===== config.mk =====
export PLATFORM = sky130hd
export DESIGN_NAME = hermite_curve_point_generator
export DESIGN_NICKNAME = d
export VERILOG_FILES = /design/src/hcpg_pkg.sv /design/src/hcpg_div.sv /design/src/hcpg_mac.sv /design/src/hcpg_ctrl.sv /design/src/hermite_curve_point_generator.sv
export VERILOG_INCLUDE_DIRS = /design/src /design/src/src
export SDC_FILE = /design/constraint.sdc
export NUM_CORES = 2
export LEC_CHECK = 0
export ABC_AREA = 1
export BUFFER_PORTS_ARGS = -buffer_cell sky130_fd_sc_hd__buf_2
export CORE_MARGIN = 5
export CORE_UTILIZATION = 30
export DETAILED_ROUTE_END_ITERATION = 10
export SETUP_SLACK_MARGIN = 0.1
export SYNTH_ARGS = -nofsm -noshare
export SYNTH_HDL_FRONTEND = slang
export SYNTH_SLANG_ARGS = --single-unit

===== constraint.sdc =====
create_clock -name clk_i -period 6.3 [get_ports clk_i]
set_input_delay 0.63 -clock clk_i [delete_from_list [all_inputs] [get_ports clk_i]]
set_output_delay 0.63 -clock clk_i [all_outputs]
set_load 0.005 [all_outputs]

===== src/assert_macros.svh =====
// Assertion macros shared by the curve generator modules
`ifndef ASSERT_MACROS_SVH
`define ASSERT_MACROS_SVH

// Same-cycle implication, checked on every rising clock edge outside reset
`define ASSERT_IMPL(lbl, ante, cons) \
  lbl: assert property (@(posedge clk_i) disable iff (!rst_ni) (ante) |-> (cons)) \
    else $error("assertion failed: lbl");

// Next-cycle implication
`define ASSERT_NEXT(lbl, ante, cons) \
  lbl: assert property (@(posedge clk_i) disable iff (!rst_ni) (ante) |=> (cons)) \
    else $error("assertion failed: lbl");

`endif


===== src/hcpg_pkg.sv =====
// Package: widths, codes and shared types of the Hermite curve point generator
`timescale 1ns / 1ps

package hcpg_pkg;

  localparam int FRAC_BITS  = 16;
  localparam int MAX_DIV    = 63;
  localparam int DIV_W      = 6;
  localparam int COORD_W    = 32;
  localparam int CNT_W      = 7;
  localparam int LIM_W      = 8;
  localparam int POS_W      = 8;
  localparam int N3_W       = $clog2(MAX_DIV * MAX_DIV * MAX_DIV + 1);
  localparam int Q_W        = FRAC_BITS + 1;
  localparam int QCNT_W     = $clog2(Q_W);
  localparam int PROD_W     = COORD_W + Q_W + 1;
  localparam int ACC_W      = COORD_W + FRAC_BITS + 4;
  localparam int NUM_COEF   = 6;
  localparam int CFG_IDX_W  = 3;
  localparam int CFG_DATA_W = 32;
  localparam int IN_DATA_W  = 80;
  localparam int OUT_DATA_W = 72;

  typedef logic signed [COORD_W-1:0] coord_t;
  typedef logic signed [ACC_W-1:0]   acc_t;
  typedef logic [N3_W-1:0]           n3_t;
  typedef logic [Q_W-1:0]            quo_t;

  typedef enum logic [CFG_IDX_W-1:0] {
    CFG_DISP_X      = 3'd0,
    CFG_DISP_Y      = 3'd1,
    CFG_TAN_START_X = 3'd2,
    CFG_TAN_START_Y = 3'd3,
    CFG_TAN_END_X   = 3'd4,
    CFG_TAN_END_Y   = 3'd5,
    CFG_DIVISIONS   = 3'd6
  } cfg_idx_e;

  typedef enum logic [1:0] {
    W_F = 2'd0,
    W_G = 2'd1,
    W_H = 2'd2
  } weight_e;

  typedef enum logic [3:0] {
    S_IDLE,
    S_CUBE1,
    S_CUBE2,
    S_START,
    S_PT,
    S_PT2,
    S_NUM,
    S_DWAIT,
    S_MX,
    S_MY,
    S_FIN,
    S_EMIT
  } state_e;

  typedef struct packed {
    logic    load;
    logic    issue;
    logic    axis;
    weight_e wsel;
  } mac_ctl_t;

  typedef struct packed {
    logic             emit;
    logic             use_start;
    logic             last;
    logic [POS_W-1:0] pos;
  } emit_t;

endpackage


===== src/hcpg_div.sv =====
// Restoring divider: one quotient bit per cycle of (num << FRAC_BITS) / den, num <= den
`timescale 1ns / 1ps
`include "assert_macros.svh"

module hcpg_div import hcpg_pkg::*; (
  input  logic  clk_i,
  input  logic  rst_ni,
  input  logic  start_i,
  input  n3_t   num_i,
  input  n3_t   den_i,
  output logic  busy_o,
  output quo_t  quo_o
);

  logic              busy_q, busy_d;
  logic [QCNT_W-1:0] cnt_q, cnt_d;
  logic [N3_W:0]     rem_q, rem_d;
  quo_t              quo_q, quo_d;
  logic              ge;
  logic [N3_W:0]     diff, sel;

  assign ge   = rem_q >= {1'b0, den_i};
  assign diff = rem_q - {1'b0, den_i};
  assign sel  = ge ? diff : rem_q;

  always_comb begin
    busy_d = busy_q;
    cnt_d  = cnt_q;
    rem_d  = rem_q;
    quo_d  = quo_q;
    if (start_i) begin
      busy_d = 1'b1;
      cnt_d  = QCNT_W'(Q_W - 1);
      rem_d  = {1'b0, num_i};
      quo_d  = '0;
    end else if (busy_q) begin
      rem_d = {sel[N3_W-1:0], 1'b0};
      quo_d = {quo_q[Q_W-2:0], ge};
      cnt_d = cnt_q - 1'b1;
      if (cnt_q == '0) begin
        busy_d = 1'b0;
      end
    end
  end

  always_ff @(posedge clk_i or negedge rst_ni) begin
    if (!rst_ni) begin
      busy_q <= 1'b0;
      cnt_q  <= '0;
      rem_q  <= '0;
      quo_q  <= '0;
    end else begin
      busy_q <= busy_d;
      cnt_q  <= cnt_d;
      rem_q  <= rem_d;
      quo_q  <= quo_d;
    end
  end

  assign busy_o = busy_q;
  assign quo_o  = quo_q;

  `ASSERT_IMPL(div_rem_bound, busy_q, rem_q < {den_i, 1'b0})
  `ASSERT_NEXT(div_start_busy, start_i, busy_q && (cnt_q == QCNT_W'(Q_W - 1)))

endmodule


===== src/hcpg_mac.sv =====
// Shared multiply-accumulate unit: coefficient times basis weight into x/y accumulators
`timescale 1ns / 1ps

module hcpg_mac import hcpg_pkg::*; (
  input  logic     clk_i,
  input  logic     rst_ni,
  input  mac_ctl_t ctl_i,
  input  coord_t   start_x_i,
  input  coord_t   start_y_i,
  input  coord_t   coef_i [NUM_COEF],
  input  quo_t     wgt_i,
  output coord_t   pt_x_o,
  output coord_t   pt_y_o
);

  acc_t                     acc_x_q, acc_x_d, acc_y_q, acc_y_d;
  logic signed [PROD_W-1:0] prod_q, prod_d;
  logic                     pv_q, pv_d, pax_q, pax_d, psub_q, psub_d;
  logic [2:0]               cidx;
  coord_t                   coef_sel;
  logic signed [Q_W:0]      wgt_s;
  acc_t                     addend;

  function automatic coord_t sat_coord(input acc_t v);
    acc_t s;
    s = v >>> FRAC_BITS;
    if ((&s[ACC_W-1:COORD_W-1]) || !(|s[ACC_W-1:COORD_W-1])) begin
      return s[COORD_W-1:0];
    end else if (s[ACC_W-1]) begin
      return {1'b1, {(COORD_W-1){1'b0}}};
    end else begin
      return {1'b0, {(COORD_W-1){1'b1}}};
    end
  endfunction

  assign cidx  = {ctl_i.wsel, ctl_i.axis};
  assign wgt_s = $signed({1'b0, wgt_i});

  always_comb begin
    case (cidx)
      3'd0:    coef_sel = coef_i[0];
      3'd1:    coef_sel = coef_i[1];
      3'd2:    coef_sel = coef_i[2];
      3'd3:    coef_sel = coef_i[3];
      3'd4:    coef_sel = coef_i[4];
      3'd5:    coef_sel = coef_i[5];
      default: coef_sel = '0;
    endcase
  end

  assign prod_d = coef_sel * wgt_s;
  assign pv_d   = ctl_i.issue;
  assign pax_d  = ctl_i.axis;
  assign psub_d = (ctl_i.wsel == W_H);
  assign addend = acc_t'(prod_q);

  always_comb begin
    acc_x_d = acc_x_q;
    acc_y_d = acc_y_q;
    if (ctl_i.load) begin
      acc_x_d = acc_t'(start_x_i) <<< FRAC_BITS;
      acc_y_d = acc_t'(start_y_i) <<< FRAC_BITS;
    end else if (pv_q) begin
      if (pax_q) begin
        acc_y_d = psub_q ? acc_y_q - addend : acc_y_q + addend;
      end else begin
        acc_x_d = psub_q ? acc_x_q - addend : acc_x_q + addend;
      end
    end
  end

  always_ff @(posedge clk_i or negedge rst_ni) begin
    if (!rst_ni) begin
      acc_x_q <= '0;
      acc_y_q <= '0;
      prod_q  <= '0;
      pv_q    <= 1'b0;
      pax_q   <= 1'b0;
      psub_q  <= 1'b0;
    end else begin
      acc_x_q <= acc_x_d;
      acc_y_q <= acc_y_d;
      prod_q  <= prod_d;
      pv_q    <= pv_d;
      pax_q   <= pax_d;
      psub_q  <= psub_d;
    end
  end

  assign pt_x_o = sat_coord(acc_x_q);
  assign pt_y_o = sat_coord(acc_y_q);

endmodule


===== src/hcpg_ctrl.sv =====
// Sequencer: request capture, basis numerators, divider and MAC scheduling, point emission
`timescale 1ns / 1ps
`include "assert_macros.svh"

module hcpg_ctrl import hcpg_pkg::*; (
  input  logic             clk_i,
  input  logic             rst_ni,
  input  logic             in_valid_i,
  output logic             in_ready_o,
  input  logic             mode_i,
  input  coord_t           start_x_i,
  input  coord_t           start_y_i,
  input  logic [CNT_W-1:0] base_i,
  input  logic [LIM_W-1:0] limit_i,
  input  logic [DIV_W-1:0] divisions_i,
  input  logic             out_free_i,
  input  logic             div_busy_i,
  output logic             div_start_o,
  output n3_t              div_num_o,
  output n3_t              div_den_o,
  output mac_ctl_t         mac_ctl_o,
  output coord_t           start_x_o,
  output coord_t           start_y_o,
  output emit_t            emit_o
);

  state_e               state_q, state_d;
  logic                 mode_q, mode_d;
  coord_t               sx_q, sx_d, sy_q, sy_d;
  logic [POS_W-1:0]     cnt_q, cnt_d;
  logic [LIM_W-1:0]     lim_q, lim_d;
  logic [DIV_W-1:0]     n_q, n_d, i_q, i_d;
  logic [2*DIV_W-1:0]   sq_q, sq_d, ir_q, ir_d;
  n3_t                  n3_q, n3_d;
  weight_e              w_q, w_d;

  logic [DIV_W-1:0]     n_eff, rest;
  logic [DIV_W+1:0]     t3;
  logic [2*DIV_W-1:0]   sm_a;
  logic [DIV_W+1:0]     sm_b;
  logic [3*DIV_W+1:0]   sm_p;
  logic [POS_W:0]       cnt_inc;
  logic                 lim_hit, pt_last;

  always_comb begin
    if (divisions_i == '0) begin
      n_eff = DIV_W'(1);
    end else if (divisions_i > DIV_W'(MAX_DIV)) begin
      n_eff = DIV_W'(MAX_DIV);
    end else begin
      n_eff = divisions_i;
    end
  end

  assign rest    = n_q - i_q;
  assign t3      = (DIV_W+2)'(n_q) + (DIV_W+2)'({n_q, 1'b0}) - (DIV_W+2)'({i_q, 1'b0});
  assign sm_p    = sm_a * sm_b;
  assign cnt_inc = {1'b0, cnt_q} + 1'b1;
  assign lim_hit = mode_q && (cnt_inc >= {1'b0, lim_q});
  assign pt_last = (i_q == n_q) || lim_hit;

  // next state
  always_comb begin
    state_d = state_q;
    unique case (state_q)
      S_IDLE:  if (in_valid_i) state_d = S_CUBE1;
      S_CUBE1: state_d = S_CUBE2;
      S_CUBE2: state_d = (!mode_q || cnt_q == '0) ? S_START : S_PT;
      S_START: if (out_free_i) state_d = lim_hit ? S_IDLE : S_PT;
      S_PT:    state_d = S_PT2;
      S_PT2:   state_d = S_NUM;
      S_NUM:   state_d = S_DWAIT;
      S_DWAIT: if (!div_busy_i) state_d = S_MX;
      S_MX:    state_d = S_MY;
      S_MY:    state_d = (w_q == W_H) ? S_FIN : S_NUM;
      S_FIN:   state_d = S_EMIT;
      S_EMIT:  if (out_free_i) state_d = pt_last ? S_IDLE : S_PT;
      default: state_d = S_IDLE;
    endcase
  end

  // outputs
  always_comb begin
    in_ready_o       = (state_q == S_IDLE);
    div_start_o      = (state_q == S_NUM);
    div_num_o        = sm_p[N3_W-1:0];
    div_den_o        = n3_q;
    mac_ctl_o.load   = (state_q == S_PT);
    mac_ctl_o.issue  = (state_q == S_MX) || (state_q == S_MY);
    mac_ctl_o.axis   = (state_q == S_MY);
    mac_ctl_o.wsel   = w_q;
    emit_o.emit      = ((state_q == S_START) || (state_q == S_EMIT)) && out_free_i;
    emit_o.use_start = (state_q == S_START);
    emit_o.last      = (state_q == S_START) ? lim_hit : pt_last;
    emit_o.pos       = cnt_q;
    sm_a             = '0;
    sm_b             = '0;
    unique case (state_q)
      S_CUBE1: begin
        sm_a = (2*DIV_W)'(n_q);
        sm_b = (DIV_W+2)'(n_q);
      end
      S_CUBE2: begin
        sm_a = sq_q;
        sm_b = (DIV_W+2)'(n_q);
      end
      S_PT: begin
        sm_a = (2*DIV_W)'(i_q);
        sm_b = (DIV_W+2)'(i_q);
      end
      S_PT2: begin
        sm_a = (2*DIV_W)'(i_q);
        sm_b = (DIV_W+2)'(rest);
      end
      S_NUM: begin
        case (w_q)
          W_F: begin
            sm_a = sq_q;
            sm_b = t3;
          end
          W_G: begin
            sm_a = ir_q;
            sm_b = (DIV_W+2)'(rest);
          end
          default: begin
            sm_a = sq_q;
            sm_b = (DIV_W+2)'(rest);
          end
        endcase
      end
      default: begin
        sm_a = '0;
        sm_b = '0;
      end
    endcase
  end

  // datapath
  always_comb begin
    mode_d = mode_q;
    sx_d   = sx_q;
    sy_d   = sy_q;
    cnt_d  = cnt_q;
    lim_d  = lim_q;
    n_d    = n_q;
    i_d    = i_q;
    sq_d   = sq_q;
    ir_d   = ir_q;
    n3_d   = n3_q;
    w_d    = w_q;
    unique case (state_q)
      S_IDLE: begin
        if (in_valid_i) begin
          mode_d = mode_i;
          sx_d   = start_x_i;
          sy_d   = start_y_i;
          cnt_d  = POS_W'(base_i);
          lim_d  = limit_i;
          n_d    = n_eff;
          i_d    = DIV_W'(1);
        end
      end
      S_CUBE1: sq_d = sm_p[2*DIV_W-1:0];
      S_CUBE2: n3_d = sm_p[N3_W-1:0];
      S_START: if (out_free_i) cnt_d = cnt_inc[POS_W-1:0];
      S_PT: begin
        sq_d = sm_p[2*DIV_W-1:0];
        w_d  = W_F;
      end
      S_PT2:   ir_d = sm_p[2*DIV_W-1:0];
      S_MY: begin
        case (w_q)
          W_F:     w_d = W_G;
          W_G:     w_d = W_H;
          default: w_d = W_F;
        endcase
      end
      S_EMIT: begin
        if (out_free_i) begin
          cnt_d = cnt_inc[POS_W-1:0];
          i_d   = i_q + 1'b1;
        end
      end
      default: ;
    endcase
  end

  always_ff @(posedge clk_i or negedge rst_ni) begin
    if (!rst_ni) begin
      state_q <= S_IDLE;
      mode_q  <= 1'b0;
      sx_q    <= '0;
      sy_q    <= '0;
      cnt_q   <= '0;
      lim_q   <= '0;
      n_q     <= DIV_W'(1);
      i_q     <= DIV_W'(1);
      sq_q    <= '0;
      ir_q    <= '0;
      n3_q    <= N3_W'(1);
      w_q     <= W_F;
    end else begin
      state_q <= state_d;
      mode_q  <= mode_d;
      sx_q    <= sx_d;
      sy_q    <= sy_d;
      cnt_q   <= cnt_d;
      lim_q   <= lim_d;
      n_q     <= n_d;
      i_q     <= i_d;
      sq_q    <= sq_d;
      ir_q    <= ir_d;
      n3_q    <= n3_d;
      w_q     <= w_d;
    end
  end

  assign start_x_o = sx_q;
  assign start_y_o = sy_q;

  `ASSERT_IMPL(ctrl_idx_range, state_q == S_PT, (i_q != '0) && (i_q <= n_q))
  `ASSERT_IMPL(ctrl_mac_div_idle, (state_q == S_MX) || (state_q == S_MY), !div_busy_i)

endmodule


===== src/hermite_curve_point_generator.sv =====
// Top level: configuration registers, sequencer, divider, MAC and output register
//
// Samples a cubic Hermite curve in Q15.16. Registers are written through
// cfg_we_i / cfg_idx_i / cfg_data_i (index 0..5 displacement and tangents,
// 6 division count N); write only while the block is idle.
// A request beat on s_axis (tuser = mode) gives start point, base count and
// limit. Whole-curve mode returns N+1 beats on m_axis, front mode returns
// points until the position count reaches point_limit or the curve ends;
// tlast marks the final beat of a request.
// Sequence: after a request beat is accepted the sequencer forms N^3 and then
// registers the start point beat (in front mode only when base count is 0).
// Each curve point then takes three 17-step divisions on the shared restoring
// divider (one per basis weight) plus six products through the shared
// multiplier; s_axis_tready is high only between requests.
// The output register holds a beat until it is taken; while m_axis_tready is
// low the sequencer runs ahead up to the next point and then waits.
// Reset clears the registers to zero displacement and tangents, N = 1, and
// leaves the block idle with no beat pending.
`timescale 1ns / 1ps

module hermite_curve_point_generator import hcpg_pkg::*; (
  input  logic                  clk_i,
  input  logic                  rst_ni,
  input  logic                  s_axis_tvalid,
  output logic                  s_axis_tready,
  // start_x[31:0], start_y[63:32], base_count[70:64], point_limit[78:71], zero pad
  input  logic [IN_DATA_W-1:0]  s_axis_tdata,
  // req_type
  input  logic [0:0]            s_axis_tuser,
  output logic                  m_axis_tvalid,
  input  logic                  m_axis_tready,
  // point_x[31:0], point_y[63:32], position[71:64]
  output logic [OUT_DATA_W-1:0] m_axis_tdata,
  output logic                  m_axis_tlast,
  input  logic                  cfg_we_i,
  input  logic [CFG_IDX_W-1:0]  cfg_idx_i,
  input  logic [CFG_DATA_W-1:0] cfg_data_i
);

  coord_t           disp_x_q, disp_y_q, tan_start_x_q, tan_start_y_q;
  coord_t           tan_end_x_q, tan_end_y_q;
  logic [DIV_W-1:0] divisions_q;
  coord_t           coef [NUM_COEF];

  logic             out_valid_q, out_last_q;
  coord_t           out_x_q, out_y_q;
  logic [POS_W-1:0] out_pos_q;
  logic             out_free;

  logic             div_start, div_busy;
  n3_t              div_num, div_den;
  quo_t             quo;
  mac_ctl_t         mac_ctl;
  coord_t           sx, sy, pt_x, pt_y;
  emit_t            emit;

  always_ff @(posedge clk_i or negedge rst_ni) begin
    if (!rst_ni) begin
      disp_x_q      <= '0;
      disp_y_q      <= '0;
      tan_start_x_q <= '0;
      tan_start_y_q <= '0;
      tan_end_x_q   <= '0;
      tan_end_y_q   <= '0;
      divisions_q   <= DIV_W'(1);
    end else if (cfg_we_i) begin
      unique case (cfg_idx_i)
        CFG_DISP_X:      disp_x_q      <= cfg_data_i;
        CFG_DISP_Y:      disp_y_q      <= cfg_data_i;
        CFG_TAN_START_X: tan_start_x_q <= cfg_data_i;
        CFG_TAN_START_Y: tan_start_y_q <= cfg_data_i;
        CFG_TAN_END_X:   tan_end_x_q   <= cfg_data_i;
        CFG_TAN_END_Y:   tan_end_y_q   <= cfg_data_i;
        CFG_DIVISIONS:   divisions_q   <= cfg_data_i[DIV_W-1:0];
        default: ;
      endcase
    end
  end

  assign coef[0] = disp_x_q;
  assign coef[1] = disp_y_q;
  assign coef[2] = tan_start_x_q;
  assign coef[3] = tan_start_y_q;
  assign coef[4] = tan_end_x_q;
  assign coef[5] = tan_end_y_q;

  assign out_free = !out_valid_q || m_axis_tready;

  hcpg_ctrl u_ctrl (
    .clk_i       (clk_i),
    .rst_ni      (rst_ni),
    .in_valid_i  (s_axis_tvalid),
    .in_ready_o  (s_axis_tready),
    .mode_i      (s_axis_tuser[0]),
    .start_x_i   (s_axis_tdata[31:0]),
    .start_y_i   (s_axis_tdata[63:32]),
    .base_i      (s_axis_tdata[70:64]),
    .limit_i     (s_axis_tdata[78:71]),
    .divisions_i (divisions_q),
    .out_free_i  (out_free),
    .div_busy_i  (div_busy),
    .div_start_o (div_start),
    .div_num_o   (div_num),
    .div_den_o   (div_den),
    .mac_ctl_o   (mac_ctl),
    .start_x_o   (sx),
    .start_y_o   (sy),
    .emit_o      (emit)
  );

  hcpg_div u_div (
    .clk_i   (clk_i),
    .rst_ni  (rst_ni),
    .start_i (div_start),
    .num_i   (div_num),
    .den_i   (div_den),
    .busy_o  (div_busy),
    .quo_o   (quo)
  );

  hcpg_mac u_mac (
    .clk_i     (clk_i),
    .rst_ni    (rst_ni),
    .ctl_i     (mac_ctl),
    .start_x_i (sx),
    .start_y_i (sy),
    .coef_i    (coef),
    .wgt_i     (quo),
    .pt_x_o    (pt_x),
    .pt_y_o    (pt_y)
  );

  always_ff @(posedge clk_i or negedge rst_ni) begin
    if (!rst_ni) begin
      out_valid_q <= 1'b0;
      out_last_q  <= 1'b0;
      out_x_q     <= '0;
      out_y_q     <= '0;
      out_pos_q   <= '0;
    end else if (emit.emit) begin
      out_valid_q <= 1'b1;
      out_last_q  <= emit.last;
      out_x_q     <= emit.use_start ? sx : pt_x;
      out_y_q     <= emit.use_start ? sy : pt_y;
      out_pos_q   <= emit.pos;
    end else if (m_axis_tready) begin
      out_valid_q <= 1'b0;
    end
  end

  assign m_axis_tvalid = out_valid_q;
  assign m_axis_tdata  = {out_pos_q, out_y_q, out_x_q};
  assign m_axis_tlast  = out_last_q;

endmodule

# Yosys cells after proc, flatten, opt, wreduce, memory -nomap -nowiden
# Index checks and enable logic that the tools add are counted.
op_classes:
  n_addsub: 11
  multipliers: 2
  n_lt_le_gt_ge: 3
  eq_ne: 31
  mux: 51
  reduce_logical: 48
op_table:
  columns: ["cell", "n"]
  rows:
  - ["$mux W52", 8]
  - ["$mux W32", 6]
  - ["$pmux W32 S6", 1]
  - ["$add A52 B50 Y52", 2]
  - ["$sub A52 B50 Y52", 2]
  - ["$mul A32 B18 Y50", 1]
  - ["$pmux W12 S4", 1]
  - ["$pmux W4 S12", 1]
  - ["$mux W19", 2]
  - ["$mux W17", 2]
  - ["$pmux W8 S4", 1]
  - ["$mux W6", 4]
  - ["$mux W8", 3]
  - ["$mux W4", 5]
  - ["$reduce_and A2 Y1", 10]
  - ["$ge A19 B18 Y1", 1]
  - ["$mul A12 B8 Y18", 1]
  - ["$mux W18", 1]
  - ["$sub A18 B18 Y18", 1]
  - ["$eq A4 B3 Y1 const B", 4]
  - ["$eq A4 B4 Y1 const B", 4]
  - ["$pmux W8 S2", 1]
  - ["$eq A3 B3 Y1 const B", 5]
  - ["$reduce_bool A2 Y1", 7]
  - ["37 further kinds", 72]
totals:
  regBits: 612
  input_bits: 121
  output_inout_bits: 75
  wordCells: 180

# Logic depth before layout (Yosys ltp)
depth:
  word_depth: 7
  ltp_mapped: 35
  ltp_nobuf: 35

# Modules after synthesis
# A second synthesis with hierarchy kept.
hier_totals:
  hier_cells: 8813
  hier_area_um2: 62188.4
modules_own_cells:
  columns: ["module", "instances", "cells_each", "area_each_um2", "seq_area_each_um2"]
  rows:
  - ["hcpg_mac", 1, 5619, 37404.6, 3928.8]
  - ["hermite_curve_point_generator", 1, 1450, 11472.3, 6807.8]
  - ["hcpg_ctrl", 1, 1288, 10060.9, 3532.1]
  - ["hcpg_div", 1, 456, 3250.6, 1051.0]

# Worst setup path before layout
# Ideal clock, no wire load.
synth_path:
  kind: "flip-flop to flip-flop"
  start: "register u_ctrl.state_q[1]"
  end: "register u_mac.prod_q[31]"
  setup_ps: 128
  arrival_time_ps: 6233
  t_required_ps: 6172
  path_slack_ps: -60
  path_stages_with_launch: 30
  n_path_buf: 2
  cell_sequence: "dfrtp_1 > nor2_2 > nand2_4 > inv_2 > nor3_2 > buf_2 > a221oi_1 > nand2_1 > inv_2 > buf_2 > nor2_1 > fa_1 > inv_1 > fa_1 > fa_1 > inv_1 > fa_1 > fa_1 > inv_1 > fa_1 > inv_1 > ha_1 > a21oi_1 > a21boi_0 > nor2_1 > nor2_1 > nand2_1 > a21oi_1 > o21bai_1 > xor2_1"
synth_lines:
  columns: ["item", "line", "rtl"]
  rows:
  - ["from (decl)", "hcpg_ctrl.sv:27", "state_e state_q, state_d;"]
  - ["from (signal assigned)", "hcpg_ctrl.sv:203", "state_q <= state_d;"]
  - ["to (signal assigned)", "hcpg_mac.sv:83", "prod_q <= prod_d;"]
  - ["to (decl)", "hcpg_mac.sv:17", "logic signed [PROD_W-1:0] prod_q, prod_d;"]

==> summary.md <==
| Metric | Value |
|---|---|
| Status | `finished with violations` |
| Failing checks | `negative setup slack` |
| Final hold violations | `0` |
| Pins Over Slew Limit | `0` |
| Clock root cell | `clkbuf_16` |
| Slew headroom | `17.2%` |
| Die H | `451 µm` |
| Netlist cell types | `55` |
| Core area | `0.193 mm²` |
| Dpl cells | `10655` |
| Yosys top cell by area | `dfrtp_1` |
| Via count | `53305` |
| Die area | `0.203 mm²` |
| Startpoint types | `register` |
| Worst EP arrival | `7.25 ns` |
| Main flop type after synthesis | `dfrtp_1` |
| Final Setup Violations | `35` |
| Grt met3 use | `2.57%` |
| Final worst setup slack | `-0.373 ns` |
| Fillcell total | `19888` |
| Bufs and invs on worst path | `13` |
| Top cells by area, synth | `dfrtp_1, fa_1, nand2_1` |
| GRT met1 Usage | `28.1%` |
| CP most frequent cell | `fa_1` |
| Biggest regs | `u_mac.acc_x_q: 52 flops, u_mac.acc_y_q: 52 flops, u_mac.prod_q: 50 flops` |
| Cells after Synth | `7698` |
| Most frequent cells in the layout | `nand2_1, inv_1, nor2_1` |
| Vias per cell | `4.88` |
| Die W | `451 µm` |
| Share of layout cells above drive strength 1 | `19.3%` |
| CTS Buffer Depth | `3` |
| Reg-to-reg startpoint | `u_ctrl.state_q[1]` |
| Initial Utilization | `30.2%` |
| WP data required | `6.88 ns` |
| H-tree depth | `3` |
| Commonest non-fill, non-tap cell in the layout | `nand2_1` |
| Vias in the first global route | `53761` |
| # Max-Cap Violations | `0` |
| Share of the synthesized area in the top cell type | `26.1%` |
| CP delay by family, top | `adder cells` |
| Setup Skew | `0.0529 ns` |
| Drt drc | `0` |
| I/O Buffers | `194` |
| Final Critical Period | `6.67 ns` |
| Later-pin clock latency in the skew report | `0.70 ns` |
| Crit-path slowest cell | `fa_1` |
| Critical path capture point type | `register` |
| Drt first pass iters | `7` |
| Cell Area, Synth | `0.0583 mm²` |
| Synth async-reset ratio | `100%` |
| Worst-margin pin slew | `1.24 ns` |
| RSZ-0062 raised after global routing | `yes` |
| Initial antenna violation count | `4` |
| Routed len/inst | `18.8 µm` |
| Top Usage Layer GRT | `met2` |
| CTS Buf Count | `71` |
| Routability Congestion | `0.935` |
| Seq/Total Area, Yosys | `26.3%` |
| DRT iter0 DRCs | `4126` |
| HP Class | `in -> reg` |
| Yosys warns | `0` |
| Fmax | `0.150 GHz` |
| Clock transition at path regs | `0.06 ns` |
| Clk sink count | `612` |
| Met2 track demand over resource | `31.6%` |
| # rows | `161` |
| Area delta synth->final | `24.5%` |
| Post-synth EDFFs | `0` |
| TritonCTS clock tree | `built` |
| Top Ports | `196` |
| Max incr delay on CP | `0.55 ns` |
| Largest net degree at the start of global routing | `173` |
| # nets final | `9345` |
| Non-Filler Instances | `10920` |
| Period utilization | `106%` |
| Min-delay src | `s_axis_tdata[58]` |
| Post-route ant nets | `0` |
| Syn nets | `8706` |
| DRT Wirelength | `206000 µm` |
| Maximum fanout along the worst path | `6` |
| DP HPWL | `163000 µm` |
| Critical Path Source | `u_ctrl.state_q[1]` |
| Avg Inst Size Synth | `7.58 µm²` |
| Post-synthesis register bit count | `612` |
| First-pass GRT wire length | `316000 µm` |
| Overall routing resource usage | `19.7%` |
| Crit path kind | `reg -> reg` |
| Grt total ovfl | `0` |
-- layout make-up --
cell class | instances | area [µm²] | area share [%]
Timing Repair Buffer | 799 | 6450 | 8.88
Multi-Input combinational cell | 5337 | 39400 | 54.3
Clock buffer | 97 | 2070 | 2.85
Tap cell | 2526 | 3160 | 4.35
Sequential cell | 612 | 15300 | 21.1
Antenna cell | 1 | 2.50 | 0.00345
Inverter | 1516 | 5820 | 8.01
Clock inverter | 32 | 397 | 0.546
-- synth_stat cells, types with 38 or more instances --
cell type     n
buf_2        54
o22ai_1      64
o21bai_1     52
nor2_1      841
dfrtp_1     608
clkbuf_1    164
o211ai_1     88
xor2_1       95
xnor2_1      56
o21ai_0     634
fa_1        590
nor3_1       50
inv_1      1475
nand3_1     238
nand2_1    1748
ha_1        297
inv_2        38
a21oi_1     289
nand4_1      52
-- stage by stage --
stage	hold slack, ns	utilization (%)	setup slack, ns	instance area, µm²	TNS [ns]
after CTS	0.0871	36.4	-0.357	70200	-9.45
after floorplan	0.334	-	0.0851	58400	0
after global routing	0.111	37.6	-0.628	72600	-17.19
after global placement	0.448	34.0	-0.765	65500	-20.89
final	0.133	37.6	-0.373	72600	-8.62
after detailed placement	0.461	34.0	-0.819	65500	-23.30
-- per-layer routing --
layer  part of all wire (%)  vias to the layer above
li1                       -                    25270
met1                     46                    26222
met2                     45                     1561
met3                    5.6                      248
met4                    2.7                        4
met5                  0.013                        -
-- path summary, 6_finish.rpt --
kind / to / slack [ns] / cells past startpoint
setup / recovery: u_mac.prod_q[44] / -0.37 / 30
hold / removal: u_ctrl.start_y_o[26] / 0.13 / 3
setup reg to reg: u_mac.prod_q[44] / -0.37 / 30
hold reg to reg: out_y_q[18] / 0.47 / 2
max in group asynchronous: disp_y_q[25] / 4.26 / 3
min in group asynchronous: out_pos_q[1] / 0.53 / 2
-- worst reg2reg max path: cells and delay by family, from the launching register on --
family                     cells  cell delay (ns)
buffers and inverters         13             1.44
AOI/OAI and AO/OA              3             0.64
and+or+nand+nor                6             0.65
DFF                            1             0.42
adders and majority gates      7             3.24
xor gates and xnor gates       1             0.19
-- cells by family after synthesis --
logic type               count (synthesis)  synth area share (%)
buffers and inverters                 1749                  11.4
AND/OR/NAND/NOR                       3008                  20.7
XOR/XNOR                               151                  2.27
AO/OA/AOI/OAI                         1291                  12.7
adder cells (fa/ha/maj)                887                  26.6
flip-flops                             612                  26.3
-- timing repair --
item	4_1_cts	5_1_grt
gates resized for setup	368	535
setup buffers	66	68
endpoints found under the hold margin	67	0
setup endpoints to repair	61	68
hold buffers	1	0
gates cloned	2	4
pin swaps	144	285
Power is left out: the tool's default activity adds up to more than one toggle a clock period on the data nets, which glitch-free logic cannot reach.
